--- src/rtl/hbr_pkg.sv ---
// Shared types, codes and constants for the dual H-bridge speed ramp core.
// Holds the transfer payload structs, configuration struct and the duty lookup table.
// No dependencies.
`default_nettype none

package hbr_pkg;

   // Fixed design constants
   localparam int PWM_FULL         = 4095;
   localparam int SPEED_FULL       = 100;
   localparam int STOP_PAUSE_TICKS = 100;
   localparam int RAMP_STEP        = 2;

   localparam int DUTY_W = 12;
   localparam int SIDX_W = $clog2(SPEED_FULL + 1);

   // Direction codes
   localparam logic [1:0] DIR_STOP = 2'd0;
   localparam logic [1:0] DIR_FWD  = 2'd1;
   localparam logic [1:0] DIR_BACK = 2'd2;
   localparam logic [1:0] DIR_KEEP = 2'd3;

   // Configuration register indexes
   localparam logic [1:0] CSR_SMOOTH_ENABLE = 2'd0;
   localparam logic [1:0] CSR_STEP_INTERVAL = 2'd1;
   localparam logic [1:0] CSR_FLOOR_SPEED   = 2'd2;

   typedef enum logic [3:0] {
      PH_IDLE  = 4'b0001,
      PH_DOWN  = 4'b0010,
      PH_PAUSE = 4'b0100,
      PH_UP    = 4'b1000
   } phase_type;

   typedef struct packed {
      logic       func;
      logic       motor_sel;
      logic [1:0] direction;
      logic [7:0] speed;
      logic       smooth;
   } req_type;

   typedef struct packed {
      logic [DUTY_W-1:0] a_duty;
      logic              a_in1;
      logic              a_in2;
      logic [DUTY_W-1:0] b_duty;
      logic              b_in1;
      logic              b_in2;
      logic              a_busy;
      logic              b_busy;
   } rsp_type;

   typedef struct packed {
      logic        smooth_enable;
      logic [15:0] step_interval_ticks;
      logic [6:0]  floor_speed;
   } cfg_type;

   // One motor's work for the current transfer
   typedef struct packed {
      logic       tick;
      logic       cmd;
      logic [1:0] direction;
      logic [7:0] speed;
      logic       smooth;
   } evt_type;

   // Motor state after the current transfer, as seen on the result
   typedef struct packed {
      logic [1:0] dir;
      logic [7:0] speed;
      logic       busy;
   } view_type;

   typedef logic [SPEED_FULL:0][DUTY_W-1:0] duty_tab_type;

   function automatic duty_tab_type build_duty_table();
      duty_tab_type t;
      for (int i = 0; i <= SPEED_FULL; i++) begin
         t[i] = DUTY_W'((i * PWM_FULL) / SPEED_FULL);
      end
      return t;
   endfunction

   localparam duty_tab_type DUTY_TABLE = build_duty_table();

   // Duty for a direction and speed; zero unless driving
   function automatic logic [DUTY_W-1:0] duty_of(logic [1:0] dir, logic [7:0] speed);
      logic [SIDX_W-1:0] idx;
      logic [DUTY_W-1:0] d;
      if (speed > 8'(SPEED_FULL)) begin
         idx = SIDX_W'(SPEED_FULL);
      end else begin
         idx = speed[SIDX_W-1:0];
      end
      if (dir == DIR_FWD || dir == DIR_BACK) begin
         d = DUTY_TABLE[idx];
      end else begin
         d = '0;
      end
      return d;
   endfunction

endpackage

`default_nettype wire

--- src/rtl/hbr_cfg_regs.sv ---
// Configuration register file for the dual H-bridge speed ramp core.
// Depends on hbr_pkg for the register indexes and the cfg_type struct.
`default_nettype none

module hbr_cfg_regs
   import hbr_pkg::*;
(
   input  wire logic        clock,
   input  wire logic        reset,
   input  wire logic        csr_valid,
   output logic             csr_ready,
   input  wire logic [1:0]  csr_index,
   input  wire logic [15:0] csr_wdata,
   output cfg_type          cfg
);

   cfg_type cfg_ff;
   cfg_type cfg_in;

   assign csr_ready = 1'b1;

   always_comb begin
      cfg_in = cfg_ff;
      if (csr_valid) begin
         unique case (csr_index)
            CSR_SMOOTH_ENABLE: cfg_in.smooth_enable       = csr_wdata[0];
            CSR_STEP_INTERVAL: cfg_in.step_interval_ticks = csr_wdata;
            CSR_FLOOR_SPEED:   cfg_in.floor_speed         = csr_wdata[6:0];
            default:           cfg_in = cfg_ff;
         endcase
      end
   end

   always_ff @(posedge clock) begin
      if (reset) begin
         cfg_ff.smooth_enable       <= 1'b1;
         cfg_ff.step_interval_ticks <= 16'd20;
         cfg_ff.floor_speed         <= 7'd20;
      end else begin
         cfg_ff <= cfg_in;
      end
   end

   assign cfg = cfg_ff;

endmodule

`default_nettype wire

--- src/rtl/hbr_motor.sv ---
// One motor's ramp state and its single-pass update for a tick or a command.
// Depends on hbr_pkg for codes, phase enum and the evt/view/cfg structs.
`default_nettype none

module hbr_motor
   import hbr_pkg::*;
(
   input  wire logic clock,
   input  wire logic reset,
   input  cfg_type   cfg,
   input  evt_type   evt,
   output view_type  view
);

   typedef struct packed {
      logic [1:0]  cur_dir;
      logic [7:0]  cur_speed;
      logic [1:0]  tgt_dir;
      logic [7:0]  tgt_speed;
      phase_type   phase;
      logic [15:0] hold;
      logic        q_valid;
      logic [1:0]  q_dir;
      logic [7:0]  q_speed;
   } mstate_type;

   mstate_type st_ff;
   mstate_type st_in;

   function automatic logic [15:0] ivl(cfg_type c);
      return (c.step_interval_ticks == 16'd0) ? 16'd1 : c.step_interval_ticks;
   endfunction

   function automatic mstate_type go_idle(mstate_type st);
      st.phase = PH_IDLE;
      st.hold  = '0;
      return st;
   endfunction

   // Ramp-up entry with the queue known empty
   function automatic mstate_type up_core(mstate_type st, cfg_type c);
      if (st.tgt_dir == DIR_STOP) begin
         st = go_idle(st);
      end else begin
         st.cur_dir = st.tgt_dir;
         if ({1'b0, c.floor_speed} <= st.tgt_speed) begin
            st.cur_speed = {1'b0, c.floor_speed};
            st.phase     = PH_UP;
            st.hold      = ivl(c);
         end else begin
            st.cur_speed = st.tgt_speed;
            st = go_idle(st);
         end
      end
      return st;
   endfunction

   function automatic mstate_type halt_core(mstate_type st, cfg_type c);
      st.cur_dir   = DIR_STOP;
      st.cur_speed = '0;
      if (STOP_PAUSE_TICKS == 0) begin
         st = up_core(st, c);
      end else begin
         st.phase = PH_PAUSE;
         st.hold  = 16'(STOP_PAUSE_TICKS);
      end
      return st;
   endfunction

   // Ramp start with the queue known empty
   function automatic mstate_type start_core(mstate_type st, logic [1:0] d,
                                             logic [7:0] s, cfg_type c);
      logic [1:0] rd;
      rd = (d == DIR_KEEP) ? st.cur_dir : d;
      st.tgt_dir   = rd;
      st.tgt_speed = s;
      if (st.cur_dir != DIR_STOP) begin
         if (st.cur_dir == rd && st.cur_speed == s) begin
            st = go_idle(st);
         end else if (st.cur_speed >= {1'b0, c.floor_speed}) begin
            st.phase = PH_DOWN;
            st.hold  = ivl(c);
         end else begin
            st = halt_core(st, c);
         end
      end else begin
         st = up_core(st, c);
      end
      return st;
   endfunction

   // End a ramp and launch the queued command, if any
   function automatic mstate_type finish(mstate_type st, cfg_type c);
      st = go_idle(st);
      if (st.q_valid) begin
         st.q_valid = 1'b0;
         st = start_core(st, st.q_dir, st.q_speed, c);
      end
      return st;
   endfunction

   function automatic mstate_type up_full(mstate_type st, cfg_type c);
      if (st.tgt_dir == DIR_STOP) begin
         st = finish(st, c);
      end else begin
         st.cur_dir = st.tgt_dir;
         if ({1'b0, c.floor_speed} <= st.tgt_speed) begin
            st.cur_speed = {1'b0, c.floor_speed};
            st.phase     = PH_UP;
            st.hold      = ivl(c);
         end else begin
            st.cur_speed = st.tgt_speed;
            st = finish(st, c);
         end
      end
      return st;
   endfunction

   function automatic mstate_type halt_full(mstate_type st, cfg_type c);
      st.cur_dir   = DIR_STOP;
      st.cur_speed = '0;
      if (STOP_PAUSE_TICKS == 0) begin
         st = up_full(st, c);
      end else begin
         st.phase = PH_PAUSE;
         st.hold  = 16'(STOP_PAUSE_TICKS);
      end
      return st;
   endfunction

   function automatic mstate_type advance(mstate_type st, cfg_type c);
      logic [8:0] dn;
      logic [8:0] up;
      dn = {1'b0, st.cur_speed} - 9'(RAMP_STEP);
      up = {1'b0, st.cur_speed} + 9'(RAMP_STEP);
      unique case (st.phase)
         PH_DOWN: begin
            if (!dn[8] && dn[7:0] >= {1'b0, c.floor_speed}) begin
               st.cur_speed = dn[7:0];
               st.hold      = ivl(c);
            end else begin
               st = halt_full(st, c);
            end
         end
         PH_PAUSE: begin
            st = up_full(st, c);
         end
         PH_UP: begin
            if (up <= {1'b0, st.tgt_speed}) begin
               st.cur_speed = up[7:0];
               st.hold      = ivl(c);
            end else begin
               st.cur_speed = st.tgt_speed;
               st = finish(st, c);
            end
         end
         default: begin
            st = st;
         end
      endcase
      return st;
   endfunction

   always_comb begin
      st_in = st_ff;
      if (evt.tick) begin
         if (st_ff.phase != PH_IDLE) begin
            if (st_ff.hold > 16'd1) begin
               st_in.hold = st_ff.hold - 16'd1;
            end else begin
               st_in = advance(st_ff, cfg);
            end
         end
      end else if (evt.cmd) begin
         if (evt.smooth && cfg.smooth_enable) begin
            if (st_ff.phase != PH_IDLE) begin
               // queue it; a newer command replaces an older one
               st_in.q_valid = 1'b1;
               st_in.q_dir   = evt.direction;
               st_in.q_speed = evt.speed;
            end else begin
               st_in = start_core(st_ff, evt.direction, evt.speed, cfg);
            end
         end else begin
            st_in.cur_dir   = (evt.direction == DIR_KEEP) ? st_ff.cur_dir : evt.direction;
            st_in.cur_speed = evt.speed;
            st_in.phase     = PH_IDLE;
            st_in.hold      = '0;
            st_in.q_valid   = 1'b0;
         end
      end
   end

   always_ff @(posedge clock) begin
      if (reset) begin
         st_ff.cur_dir   <= DIR_STOP;
         st_ff.cur_speed <= '0;
         st_ff.tgt_dir   <= DIR_STOP;
         st_ff.tgt_speed <= '0;
         st_ff.phase     <= PH_IDLE;
         st_ff.hold      <= '0;
         st_ff.q_valid   <= 1'b0;
         st_ff.q_dir     <= DIR_STOP;
         st_ff.q_speed   <= '0;
      end else begin
         st_ff <= st_in;
      end
   end

   assign view.dir   = st_in.cur_dir;
   assign view.speed = st_in.cur_speed;
   assign view.busy  = (st_in.phase != PH_IDLE);

endmodule

`default_nettype wire

--- src/rtl/dual_h_bridge_speed_ramp_core.sv ---
// Top level of the dual H-bridge speed ramp core.
// Depends on hbr_pkg, hbr_cfg_regs and hbr_motor.
`default_nettype none

// Dual H-bridge motor controller with speed ramping. Each request transfer is
// either a one-millisecond tick (func 0) or a command for motor A or B
// (func 1). Every request yields exactly one response transfer carrying both
// motors' PWM duty, direction lines and busy flags after that request took
// effect. The block takes one request per clock while req_stall is low: a
// request lands in the input register, and once the response register is
// free both motors' single-pass update runs and writes the response register,
// so each request passes the input register and then the response register.
// A full response register that is stalled holds the input register; the
// input side keeps taking requests whenever the input register is empty or
// moving on. A smooth command (with smooth_enable set) starts a ramp: a
// running motor steps down by two every step_interval_ticks ticks while it
// stays at or above floor_speed, stops and pauses 100 ticks, then steps up by
// two from floor_speed to the target. Commands made during a ramp are queued,
// a direct command cancels the ramp. Write configuration registers only
// while no request is in flight; csr_ready is always high.

module dual_h_bridge_speed_ramp_core
   import hbr_pkg::*;
(
   input  wire logic        clock,
   input  wire logic        reset,

   input  wire logic        req_valid,
   output logic             req_stall,
   input  req_type          req_data,

   output logic             rsp_valid,
   input  wire logic        rsp_stall,
   output rsp_type          rsp_data,

   input  wire logic        csr_valid,
   output logic             csr_ready,
   input  wire logic [1:0]  csr_index,
   input  wire logic [15:0] csr_wdata
);

   cfg_type  cfg;
   evt_type  evt_a;
   evt_type  evt_b;
   view_type view_a;
   view_type view_b;

   logic    in_valid_ff;
   logic    in_valid_in;
   req_type in_data_ff;
   logic    rsp_valid_ff;
   logic    rsp_valid_in;
   rsp_type rsp_data_ff;
   logic    advance;
   logic    req_take;

   hbr_cfg_regs u_cfg (
      .clock     (clock),
      .reset     (reset),
      .csr_valid (csr_valid),
      .csr_ready (csr_ready),
      .csr_index (csr_index),
      .csr_wdata (csr_wdata),
      .cfg       (cfg)
   );

   // Move the held request into the response register when that slot is free
   assign advance   = in_valid_ff && (!rsp_valid_ff || !rsp_stall);
   assign req_stall = in_valid_ff && !advance;
   assign req_take  = req_valid && !req_stall;

   assign in_valid_in  = req_take || (in_valid_ff && !advance);
   assign rsp_valid_in = advance || (rsp_valid_ff && rsp_stall);

   // Split the request into per-motor work; ticks go to both motors
   always_comb begin
      evt_a.tick      = advance && !in_data_ff.func;
      evt_a.cmd       = advance && in_data_ff.func && !in_data_ff.motor_sel;
      evt_a.direction = in_data_ff.direction;
      evt_a.speed     = in_data_ff.speed;
      evt_a.smooth    = in_data_ff.smooth;
      evt_b.tick      = advance && !in_data_ff.func;
      evt_b.cmd       = advance && in_data_ff.func && in_data_ff.motor_sel;
      evt_b.direction = in_data_ff.direction;
      evt_b.speed     = in_data_ff.speed;
      evt_b.smooth    = in_data_ff.smooth;
   end

   hbr_motor u_motor_a (
      .clock (clock),
      .reset (reset),
      .cfg   (cfg),
      .evt   (evt_a),
      .view  (view_a)
   );

   hbr_motor u_motor_b (
      .clock (clock),
      .reset (reset),
      .cfg   (cfg),
      .evt   (evt_b),
      .view  (view_b)
   );

   always_ff @(posedge clock) begin
      if (reset) begin
         in_valid_ff  <= 1'b0;
         rsp_valid_ff <= 1'b0;
      end else begin
         in_valid_ff  <= in_valid_in;
         rsp_valid_ff <= rsp_valid_in;
      end
   end

   // Payload registers: load on transfer, hold otherwise
   always_ff @(posedge clock) begin
      if (req_take) begin
         in_data_ff <= req_data;
      end
      if (advance) begin
         rsp_data_ff.a_duty <= duty_of(view_a.dir, view_a.speed);
         rsp_data_ff.a_in1  <= (view_a.dir == DIR_FWD);
         rsp_data_ff.a_in2  <= (view_a.dir == DIR_BACK);
         rsp_data_ff.b_duty <= duty_of(view_b.dir, view_b.speed);
         rsp_data_ff.b_in1  <= (view_b.dir == DIR_FWD);
         rsp_data_ff.b_in2  <= (view_b.dir == DIR_BACK);
         rsp_data_ff.a_busy <= view_a.busy;
         rsp_data_ff.b_busy <= view_b.busy;
      end
   end

   assign rsp_valid = rsp_valid_ff;
   assign rsp_data  = rsp_data_ff;

endmodule

`default_nettype wire
--- config.mk ---
export PLATFORM = sky130hd
export DESIGN_NAME = dual_h_bridge_speed_ramp_core
export DESIGN_NICKNAME = d
export VERILOG_FILES = /design/src/rtl/hbr_pkg.sv /design/src/rtl/hbr_cfg_regs.sv /design/src/rtl/hbr_motor.sv /design/src/rtl/dual_h_bridge_speed_ramp_core.sv
export SDC_FILE = /design/constraint.sdc
export NUM_CORES = 1
export LEC_CHECK = 0
export CAP_MARGIN = 15
export CORE_AREA = 4 4 291 293
export CTS_BUF_LIST = sky130_fd_sc_hd__clkbuf_4 sky130_fd_sc_hd__clkbuf_8
export CTS_CLUSTER_DIAMETER = 100
export DETAILED_ROUTE_END_ITERATION = 6
export DIE_AREA = 0 0 295 297
export DONT_BUFFER_PORTS = 1
export SETUP_SLACK_MARGIN = 0.4
export SYNTH_ARGS = -nofsm -noshare
export SYNTH_HDL_FRONTEND = slang
export SYNTH_HIERARCHICAL = 1
export SYNTH_SLANG_ARGS = --single-unit
--- constraint.sdc ---
create_clock -name clock -period 14.5 [get_ports clock]
set_input_delay 0.725 -clock clock [delete_from_list [all_inputs] [get_ports clock]]
set_output_delay 0.725 -clock clock [all_outputs]
set_load 0.005 [all_outputs]
==> flow_summary_export.csv, run 1 <==
group,metric,value,unit
clocking,clock_tree.root_cell,"clkbuf_8",
logic_synthesis,synth-seq-cells,171,
cells_and_area,fill_cell_total_of_the_finished_layout,9014,
sta,finalSetupViolations,0,
grt,grt_most_used_layer,"met2",
routing,drc,22,
clocking,clock_path_buffers,2,
pwr,powerDensity,60.7,mW/mm²
job,maxcap_violations,0,
sta,setup_repair_after_global_routing_missed_its_margin,"no",
routing,detail_route.wirelength,74100,µm
placed_design,post-dp-hpwl,53400,µm
clocking,insertion_delay,0.57,ns
logic_synthesis,synth_top_flop_cell,"dfxtp_1",
sta,setup-tns-final,0,ns
critical_path,reg2reg_depth,19,
grt,globalRouteMet3Util,0.0329,
clocking,total_of_hold_buffers_inserted_after_clock_tree_synthesis,0,
sta,finalClockSkew,0.0309,ns
routing,final_antenna_net_count,0,
sta,finalCriticalPeriod,7.61,ns
floorplan,core.rowCount,105,
cells_and_area,drive_gt1_frac,0.0665,
logic_synthesis,synth_most_common_cell,"nor2_1",
critical_path,crit-reg2reg-launch,"u_cfg/cfg[4]",
logic_synthesis,seq_area_frac_synth,0.205,
cells_and_area,utilization,0.242,
floorplan,floorplan.die.height,297,µm
clocking,post_cts_resize_count,0,
cells_and_area,area.growth.synth_to_final,5.51,%
critical_path,arrival,7.92,ns
critical_path,r2r-end,"rsp_data[5]",
critical_path,setup.worst_path.start,"u_cfg/cfg[4]",
logic_synthesis,syn_area_per_cell,7.41,µm²
logic_synthesis,yosysTopAreaCell,"dfxtp_1",
clocking,cts_tree,"yes",
logic_synthesis,synth.cells.most_frequent,"nor2_1 (219), a21oi_1 (213), nand2_1 (213)",
logic_synthesis,synthDominantCellAreaShare,0.137,
critical_path,critPathMaxFanout,28,
floorplan,core_area,0.0818,mm²
pwr,power.ir.vdd_worst,0.0000612,V
logic_synthesis,yosys-top-cells-area,"dfxtp_1 (14%), ha_1 (8.3%), edfxtp_1 (6.9%)",
routing,drt_iter0_markers,2570,
critical_path,setup.reg_to_reg.worst_slack,6.89,ns
logic_synthesis,combined_area_of_all_synthesized_cells,0.0188,mm²
critical_path,setup.worst_path.start_class,"flip-flop",
sta,max_slew.worst_pin.slew,1.17,ns
grt,first_global_vias,18519,
sta,slew_headroom,0.216,
logic_synthesis,postSynth.asyncResetShare,0,
grt,grt_pass1_wl,113000,µm
logic_synthesis,post_synth_inst_count,2532,
placed_design,place.port_buffers,0,
sta,clock.fmax,131,MHz
sta,timing.final.max_slew_violations,0,
clocking,clock_buffer_count_from_cts,17,
critical_path,worstSetupPathType,"reg2reg",
sta,final-hold-violation-count,0,
routing,wirelength_per_cell,21.4,µm
clocking,clkSlewWorstSetupHoldPaths,0.11,ns
clocking,numClockSinks,171,
floorplan,die_w,295,µm
routing,dr_total_vias,20029,
sta,worst_hold_slack,0.239,ns
grt,grt_remaining_overflow,0,
logic_synthesis,synth.yosys.warnings,6,
sta,min_period_over_period,0.525,
routing,firstDrtPassIters,7,
worst_hold_path,hold_path_class,"in2reg",
cells_and_area,final_nets,2537,
logic_synthesis,synth_fp_nets,2692,
routing,drt-vias-per-instance,5.79,
grt,gr-usage-met1,0.212,
grt,maximum_number_of_pins_on_one_net_before_global_route_repair,139,
placed_design,gp_congestion,1.03,
logic_synthesis,synth_cell_type_count,113,
grt,track_usage,0.162,
logic_synthesis,synth-edff-count,43,
floorplan,num_io_pins,69,
floorplan,die-area,0.0876,mm²
critical_path,cp-endpoint,"rsp_data[5]",
run_status,run_status,"complete, but fails checks",
critical_path,timing.critical_path.to_type,"flip-flop",
pwr,total_leakage_power,6.89,nW
grt,antenna_found_initial,1,
run_status,violations,"design-rule violations",
floorplan,initial_utilization,0.229,
grt,global_route.usage.met2,0.261,
clocking,postCtsSetupBuffers,0,
critical_path,required,14.81,ns
clocking,cts_max_level,4,
## report_power, final
group / total, W / internal (W) / switching (W)
Clock: 0.000380 / 0.000169 / 0.000211
Sequential: 0.000527 / 0.000500 / 0.0000266
Combinational: 0.000295 / 0.0000991 / 0.000196
Total: 0.00120 / 0.000769 / 0.000433
## state kept, by name, summed over array words and instances, names as in the netlist
name and count:
u_motor_a/st_ff 51, u_motor_b/st_ff 51, rsp_data 30, u_cfg/cfg 24, evt_a 11, in_data_ff 2, in_valid_ff 1, rsp_valid 1
## worst max-delay path, stage by stage, from the launching register on
cell       delay (ns)
dfxtp_1          0.82
inv_1            0.32
ha_1             0.38
nand3_1          0.07
nor3b_1          0.30
a21oi_1          0.13
buf_4            0.20
nor2_1           0.76
o2bb2ai_1        0.25
a2111oi_2        0.08
nand4_1          0.19
a21o_1           0.81
nor4_1           0.19
o21ai_0          0.85
ha_1             0.85
nor3_1           0.20
o311ai_0         0.35
a21o_1           0.20
o31ai_1          0.07
a211o_1          0.29
## metrics by stage
step	instances	setup slack, ns	area [µm²]	power, W
final	3461	6.89	19800	0.00120
after global routing	3461	6.49	19800	0.00126
after CTS	3460	7.15	19800	0.00121
after detailed placement	3428	6.89	19400	0.000822
after global placement	3428	6.98	19400	0.000826
after floorplan	2532	6.98	18800	0.000745
## worst min path at each step
stage / to / cells after the start / start / slack [ns]
floorplan: rsp_valid / 2 / in_valid_ff / 0.45
global placement: rsp_valid / 2 / in_valid_ff / 0.48
detailed placement: u_cfg/cfg[7] / 2 / u_cfg/cfg[7] / 0.49
CTS: in_valid_ff / 1 / reset / 0.16
global route: in_valid_ff / 1 / reset / 0.17
finish: in_data_ff[11] / 0 / req_data[11] / 0.24
## placed cells by master (no fill, tap or decap), types with 10 or more instances in the layout
| cell type | instances |
|---|---|
| or2_2 | 13 |
| inv_1 | 110 |
| and3_1 | 18 |
| a21o_1 | 26 |
| edfxtp_1 | 43 |
| a31oi_1 | 50 |
| a221oi_1 | 18 |
| nand3_1 | 72 |
| mux2i_1 | 38 |
| clkbuf_8 | 19 |
| o211ai_1 | 33 |
| ha_1 | 124 |
| a21oi_1 | 212 |
| dfxtp_1 | 128 |
| o2bb2ai_1 | 12 |
| nand4_1 | 38 |
| a211oi_1 | 55 |
| nor2_1 | 218 |
| o22ai_1 | 20 |
| a22oi_1 | 27 |
| a311oi_1 | 20 |
| o21ai_0 | 164 |
| o21ai_1 | 24 |
| nand2_1 | 213 |
| a211o_1 | 12 |
| xnor2_1 | 29 |
| and2_1 | 29 |
| o31ai_1 | 22 |
| a22o_1 | 10 |
| nor4_1 | 33 |
| o221ai_1 | 18 |
| nor3_1 | 61 |
| nor2b_1 | 36 |
| buf_4 | 37 |
| o21a_1 | 14 |
| nand2b_1 | 63 |
| xor2_1 | 50 |
## logic make-up after synthesis
| family | synth area share |
|---|---|
| AND/OR/NAND/NOR | 0.249 |
| AO/OA/AOI/OAI | 0.323 |
| buffers and inverters | 0.0802 |
| flip-flops | 0.205 |
| adder cells (fa/ha/maj) | 0.0827 |
| XOR/XNOR | 0.0369 |
| multiplexers | 0.0227 |
| other | 0.000200 |
## layer usage
metal	up-vias	part of all wire
li1	9177	-
met4	0	0.043
met3	239	0.087
met5	-	0
met2	1175	0.46
met1	9438	0.41
## cell type report
type / instances / area, µm² / area share
Antenna cell: 1 / 2.50 / 0.000126
Clock buffer: 20 / 269 / 0.0136
Clock inverter: 12 / 150 / 0.00758
Inverter: 117 / 442 / 0.0223
Multi-Input combinational cell: 2033 / 13500 / 0.680
Sequential cell: 171 / 3850 / 0.195
Tap cell: 1070 / 1340 / 0.0676
Timing Repair Buffer: 37 / 278 / 0.0140
(Power assumes the default switching activity.)
==> inputs of run 2 (changes only) <==
ABC_AREA = 1   (was not set)
CORE_AREA = 4 4 314 316   (was 4 4 291 293)
DIE_AREA = 0 0 318 320   (was 0 0 295 297)
clock period = 7.4 ns   (was 14.5 ns; I/O delays follow)
==> run 2 against run 1 <==
  * The run still ends with design-rule violations left
  * Sequential share of layout area is 3.2 points lower
  * Critical endpoint is now rsp_data[18]
  * Utilization is 0.50 points higher
  * Synthesized cell count increased by 51%
  * Combinational power grew to 3.1 times the previous value
  * Highest routed layer is now met5
  * Clock-buffer cell count is 2 lower
  * Non-clock buffer count grew 37
==> flow_summary_export.csv, run 2 <==
group,metric,value,unit
run_status,run_status,"complete, but fails checks",
run_status,violations,"design-rule violations",
floorplan,die-area,0.102,mm²
grt,grt_pass1_wl,141000,µm
routing,firstDrtPassIters,7,
routing,drt-vias-per-instance,5.14,
sta,finalSetupViolations,0,
pwr,power.ir.vdd_worst,0.000131,V
routing,dr_total_vias,25932,
placed_design,place.port_buffers,0,
worst_hold_path,hold_path_class,"in2reg",
logic_synthesis,yosys-top-cells-area,"nand2_1 (20%), dfxtp_1 (12%), nand3_1 (8.1%)",
worst_hold_path,start_point_of_the_worst_hold_path,"csr_index[0]",
critical_path,worstSetupPathType,"reg2reg",
logic_synthesis,synth-seq-cells,171,
logic_synthesis,synth-edff-count,43,
clocking,clkSlewWorstSetupHoldPaths,0.13,ns
clocking,total_of_hold_buffers_inserted_after_clock_tree_synthesis,37,
clocking,insertion_delay,0.58,ns
sta,slew_headroom,0.352,
routing,drc,5,
placed_design,post-dp-hpwl,68900,µm
critical_path,maximum_cell_stage_delay_along_the_critical_path,0.64,ns
grt,maximum_number_of_pins_on_one_net_before_global_route_repair,55,
logic_synthesis,syn_area_per_cell,5.74,µm²
logic_synthesis,synth_most_common_cell,"nand2_1",
placed_design,gp_congestion,0.982,
clocking,post_cts_resize_count,0,
logic_synthesis,synth_cell_type_count,71,
sta,setup-tns-final,0,ns
sta,clock.fmax,162,MHz
floorplan,core_area,0.0960,mm²
cells_and_area,final_cell_mix,"nand2_1 (1166), inv_1 (438), nand3_1 (355)",
placed_design,dp_worst_setup_slack,1.37,ns
critical_path,timing.critical_path.to_type,"flip-flop",
floorplan,core.rowCount,114,
logic_synthesis,postSynth.asyncResetShare,0,
critical_path,setup.worst_path.start_class,"flip-flop",
pwr,total_leakage_power,10.8,nW
critical_path,critPathMaxFanout,19,
logic_synthesis,post_synth_inst_count,3822,
floorplan,num_io_pins,69,
sta,setup_repair_after_global_routing_missed_its_margin,"no",
logic_synthesis,synth_top_flop_cell,"dfxtp_1",
routing,wirelength_per_cell,18.2,µm
floorplan,die_w,318,µm
critical_path,crit-reg2reg-launch,"rsp_valid",
critical_path,arrival,6.55,ns
logic_synthesis,yosysTopAreaCell,"nand2_1",
critical_path,setup.worst_path.start,"rsp_valid",
critical_path,critical_path.most_common_cell,"nand2_1",
sta,min_period_over_period,0.836,
critical_path,slowest_stage,"nor2_2",
sta,final_worst_path_setup_slack,1.21,ns
grt,antenna_found_initial,6,
logic_synthesis,synthDominantCellAreaShare,0.200,
routing,final_antenna_net_count,0,
sta,timing.final.max_slew_violations,0,
cells_and_area,fill_cell_total_of_the_finished_layout,10967,
logic_synthesis,seq_area_frac_synth,0.176,
sta,finalCriticalPeriod,6.19,ns
clocking,cts_tree,"yes",
grt,grt_remaining_overflow,0,
cells_and_area,layout_commonest_cell,"nand2_1",
job,maxcap_violations,0,
clocking,postCtsSetupBuffers,0,
clocking,clock_buffer_count_from_cts,17,
clocking,numClockSinks,171,
logic_synthesis,synth.yosys.warnings,6,
clocking,clock_tree.root_cell,"clkbuf_8",
pwr,powerDensity,113,mW/mm²
sta,max_slew.worst_pin.slew,0.970,ns
grt,first_global_vias,23603,
logic_synthesis,synth.cells.most_frequent,"nand2_1 (1166), inv_1 (438), nand3_1 (355)",
sta,finalClockSkew,0.0337,ns
cells_and_area,drive_gt1_frac,0.0653,
clocking,cts_max_level,4,
clocking,clock_path_buffers,2,
cells_and_area,area.growth.synth_to_final,8.05,%
routing,detail_route.wirelength,91700,µm
grt,track_usage,0.173,
floorplan,floorplan.die.height,320,µm
pwr,report.power.total,0.00269,W
logic_synthesis,synth_fp_nets,3982,
floorplan,initial_utilization,0.228,
routing,drt_iter0_markers,3459,
sta,final-hold-violation-count,0,
logic_synthesis,combined_area_of_all_synthesized_cells,0.0219,mm²
cells_and_area,final_nets,3912,
critical_path,required,7.76,ns
## run 2: cell count changes after synthesis, moves of 34 or more
cell	previous run	this run
nor3_1	63	21
nand2_1	213	1166
nor2_1	219	347
o21ai_0	164	225
inv_1	110	438
nand4_1	38	75
nor2b_1	38	0
inv_2	1	35
a211oi_1	55	5
nand3_1	72	355
nand2b_1	63	0
mux2i_1	38	0
a21oi_1	213	320
clkbuf_1	109	51
## run 2: area by class of cell
class / instances / area, µm² / area share
Sequential cell: 171 / 3850 / 0.163
Multi-Input combinational cell: 3005 / 15300 / 0.647
Clock buffer: 18 / 241 / 0.0102
Tap cell: 1276 / 1600 / 0.0674
Clock inverter: 14 / 145 / 0.00612
Antenna cell: 5 / 12.5 / 0.000528
Inverter: 483 / 1830 / 0.0770
Timing Repair Buffer: 74 / 689 / 0.0291
## run 2: final timing paths
path / end / slack [ns] / cells after the start
hold reg to reg: u_motor_a/st_ff[24] / 0.56 / 2
hold / removal: u_cfg/cfg[23] / 0.07 / 4
setup reg to reg: rsp_data[18] / 1.21 / 31
setup / recovery: rsp_data[18] / 1.21 / 31
## run 2: cells by family (layout without fill, tap and decap cells)
group / count (synthesis) / after routing / share of synthesized area
DFF: 171 / 171 / 0.176
xor gates and xnor gates: 58 / 58 / 0.0235
and+or+nand+nor: 2087 / 2087 / 0.418
adders and majority gates: 124 / 124 / 0.0707
other: 1 / 6 / 0.000171
buffers and inverters: 646 / 589 / 0.126
AOI/OAI and AO/OA: 735 / 735 / 0.185
## run 2: routing by layer
metal,wire length [µm],global-route usage
met3,8590,0.0311
met1,38100,0.226
met5,7,0
met2,41400,0.279
met4,3630,0.0717
## run 2: stage by stage
step	hold WS, ns	area, µm²	std cells	utilization
after global placement	0.447	22900	4969	0.238
after global routing	0.0784	23700	5045	0.247
final	0.0726	23700	5046	0.247
after detailed placement	0.448	22900	4969	0.238
after CTS	0.00490	23600	5038	0.246
after floorplan	0.439	21900	3822	-
## run 2: power by group
part / internal [W] / switching (W) / total [W]
Sequential: 0.000987 / 0.0000573 / 0.00104
Combinational: 0.000273 / 0.000646 / 0.000919
Clock: 0.000255 / 0.000470 / 0.000726
Total: 0.00152 / 0.00117 / 0.00269
## run 2: critical path, delay by kind of cell (launching register included)
kind / cells / cell delay (ns)
simple gates: 22 / 3.99
fa+ha+maj: 1 / 0.31
compound gates: 2 / 0.31
buf+inv: 6 / 1.01
flops: 1 / 0.34
==> inputs of run 3 (changes only) <==
clock period = 5 ns   (was 7.4 ns; I/O delays follow)
==> run 3 against run 2 <==
  * The run now ends clean
  * First-iteration DRC count fell by 12%
  * Sequential share of layout area fell by 2.0 points
  * Utilization is 3.7 points higher
  * Fmax increased by 39%
  * Critical path type unchanged
  * Largest power group is now combinational cells
  * Highest routed layer unchanged
==> flow_summary_export.csv, run 3 (synthesis gave the netlist of run 2 again) <==
group,metric,value,unit
grt,globalRouteMet3Util,0.0347,
clocking,clkSlewWorstSetupHoldPaths,0.11,ns
critical_path,critical_path.most_common_cell,"nand2_1",
floorplan,initial_utilization,0.228,
cells_and_area,final_cell_mix,"nand2_1 (1104), inv_1 (417), nand3_1 (328)",
critical_path,timing.critical_path.max_delay_family,"simple AND/OR/NAND/NOR gates",
sta,setup-tns-final,0,ns
critical_path,reg2reg_depth,26,
cells_and_area,final_nets,4223,
grt,maximum_number_of_pins_on_one_net_before_global_route_repair,53,
routing,firstDrtPassIters,6,
floorplan,num_io_pins,69,
placed_design,place.port_buffers,0,
critical_path,setup.reg_to_reg.worst_slack,0.55,ns
run_status,run_status,"finished, final reports clean",
critical_path,arrival,4.77,ns
clocking,cts_tree,"yes",
routing,drc,0,
clocking,cts_max_level,4,
sta,finalCriticalPeriod,4.45,ns
critical_path,critical_path.n_buffers_inverters,5,
sta,finalSetupViolations,0,
placed_design,gp_congestion,1.01,
worst_hold_path,min_delay_path_depth,3,
sta,finalClockSkew,0.0373,ns
critical_path,maximum_cell_stage_delay_along_the_critical_path,0.62,ns
clocking,clock_path_buffers,2,
floorplan,core_area,0.0960,mm²
floorplan,die-area,0.102,mm²
routing,final_antenna_net_count,0,
pwr,powerDensity,157,mW/mm²
sta,setup_repair_after_global_routing_missed_its_margin,"no",
sta,final_worst_path_setup_slack,0.554,ns
grt,grt_pass1_wl,147000,µm
clocking,clock_tree.root_cell,"clkbuf_8",
cells_and_area,drive_gt1_frac,0.184,
grt,grt_remaining_overflow,0,
critical_path,critPathMaxFanout,14,
critical_path,slowest_stage,"edfxtp_1",
job,maxcap_violations,0,
routing,dr_total_vias,27168,
grt,track_usage,0.182,
sta,timing.final.max_slew_violations,0,
clocking,clock_buffer_count_from_cts,17,
floorplan,floorplan.die.height,320,µm
sta,clock.fmax,225,MHz
grt,antenna_found_initial,7,
cells_and_area,area.growth.synth_to_final,24.4,%
sta,final-hold-violation-count,0,
critical_path,crit-reg2reg-launch,"evt_a[10]",
grt,gr-usage-met1,0.236,
floorplan,die_w,318,µm
critical_path,timing.critical_path.to_type,"flip-flop",
routing,detail_route.wirelength,98400,µm
grt,global_route.usage.met2,0.292,
routing,drt-vias-per-instance,5.07,
critical_path,required,5.32,ns
cells_and_area,layout_commonest_cell,"nand2_1",
pwr,power.ir.vdd_worst,0.000135,V
critical_path,critical_path_depth,26,
worst_hold_path,hold_path_class,"in2reg",
critical_path,worstSetupPathType,"reg2reg",
grt,first_global_vias,24518,
pwr,total_leakage_power,12.5,nW
critical_path,setup.worst_path.start_class,"flip-flop",
placed_design,dp_worst_setup_slack,0.105,ns
routing,drt_iter0_markers,3053,
worst_hold_path,start_point_of_the_worst_hold_path,"csr_index[1]",
sta,max_slew.worst_pin.slew,1.15,ns
placed_design,post-dp-hpwl,75400,µm
floorplan,core.rowCount,114,
routing,wirelength_per_cell,18.4,µm
critical_path,setup.worst_path.start,"evt_a[10]",
grt,grt_most_used_layer,"met2",
cells_and_area,utilization,0.284,
sta,min_period_over_period,0.889,
clocking,insertion_delay,0.58,ns
sta,slew_headroom,0.235,
clocking,numClockSinks,171,
-- run 3: through the flow --
step	area (µm²)	power (W)	hold slack (ns)	std cells
floorplan	21900	0.00250	0.319	3822
global placement	25000	0.00300	0.333	5228
detailed placement	25000	0.00301	0.336	5228
CTS	26000	0.00418	0.0238	5310
global route	27300	0.00452	0.0704	5356
finish	27300	0.00428	0.0558	5357
-- run 3: where the power goes --
part           internal [W]  leakage, nW  switching [W]
combinational      0.000590         10.9        0.00106
clock              0.000404        0.208       0.000697
sequential          0.00146         1.47      0.0000732
-- run 3: worst register-to-register path, cell delays in order (launching register included) --
cell,delay [ns]
edfxtp_1,0.62
inv_1,0.13
o21ai_0,0.28
inv_1,0.15
nor2_1,0.25
inv_1,0.25
o21ai_0,0.21
inv_1,0.06
nand2_1,0.07
nand2_1,0.05
nand2_1,0.05
nand2_1,0.05
a21oi_1,0.27
nand2_4,0.12
nor2_4,0.12
nand2_1,0.05
nand2_1,0.08
nand2_2,0.07
nand2_4,0.11
nand2_4,0.09
buf_4,0.16
ha_1,0.22
or2_0,0.29
nand3_1,0.09
o21ai_0,0.10
o21ai_0,0.18
a21oi_1,0.08
-- run 3: final timing paths --
path / endpoint
worst min register to register: u_motor_a/st_ff[24]
worst min-delay path: u_cfg/cfg[2]
worst max-delay path: rsp_data[8]
worst max register to register: rsp_data[8]
-- run 3: final cells by class --
type	count	area (µm²)
fill	10714	68700
multi-input combinational	3007	16300
sequential	171	3900
timing repair buffer	383	3250
inverter	483	1860
tap	1276	1600
clock buffer	19	262
clock inverter	13	139
antenna	5	12.5
-- run 3: layer usage --
metal	routed length, µm	part of all wire	vias up
li1	-	-	13000
met1	40400	0.41	12436
met2	44200	0.45	1443
met3	9140	0.093	287
met4	4650	0.047	2
met5	12	0.00012	-
-- run 3: what timing repair did --
action                                  CTS  global route
pin swaps                                 4            68
endpoints found under the hold margin    69             0
resized for setup                        38           258
endpoints found under the setup margin   24            24
gates cloned                              0             2
hold buffers                             40             0
setup buffers                            10            40
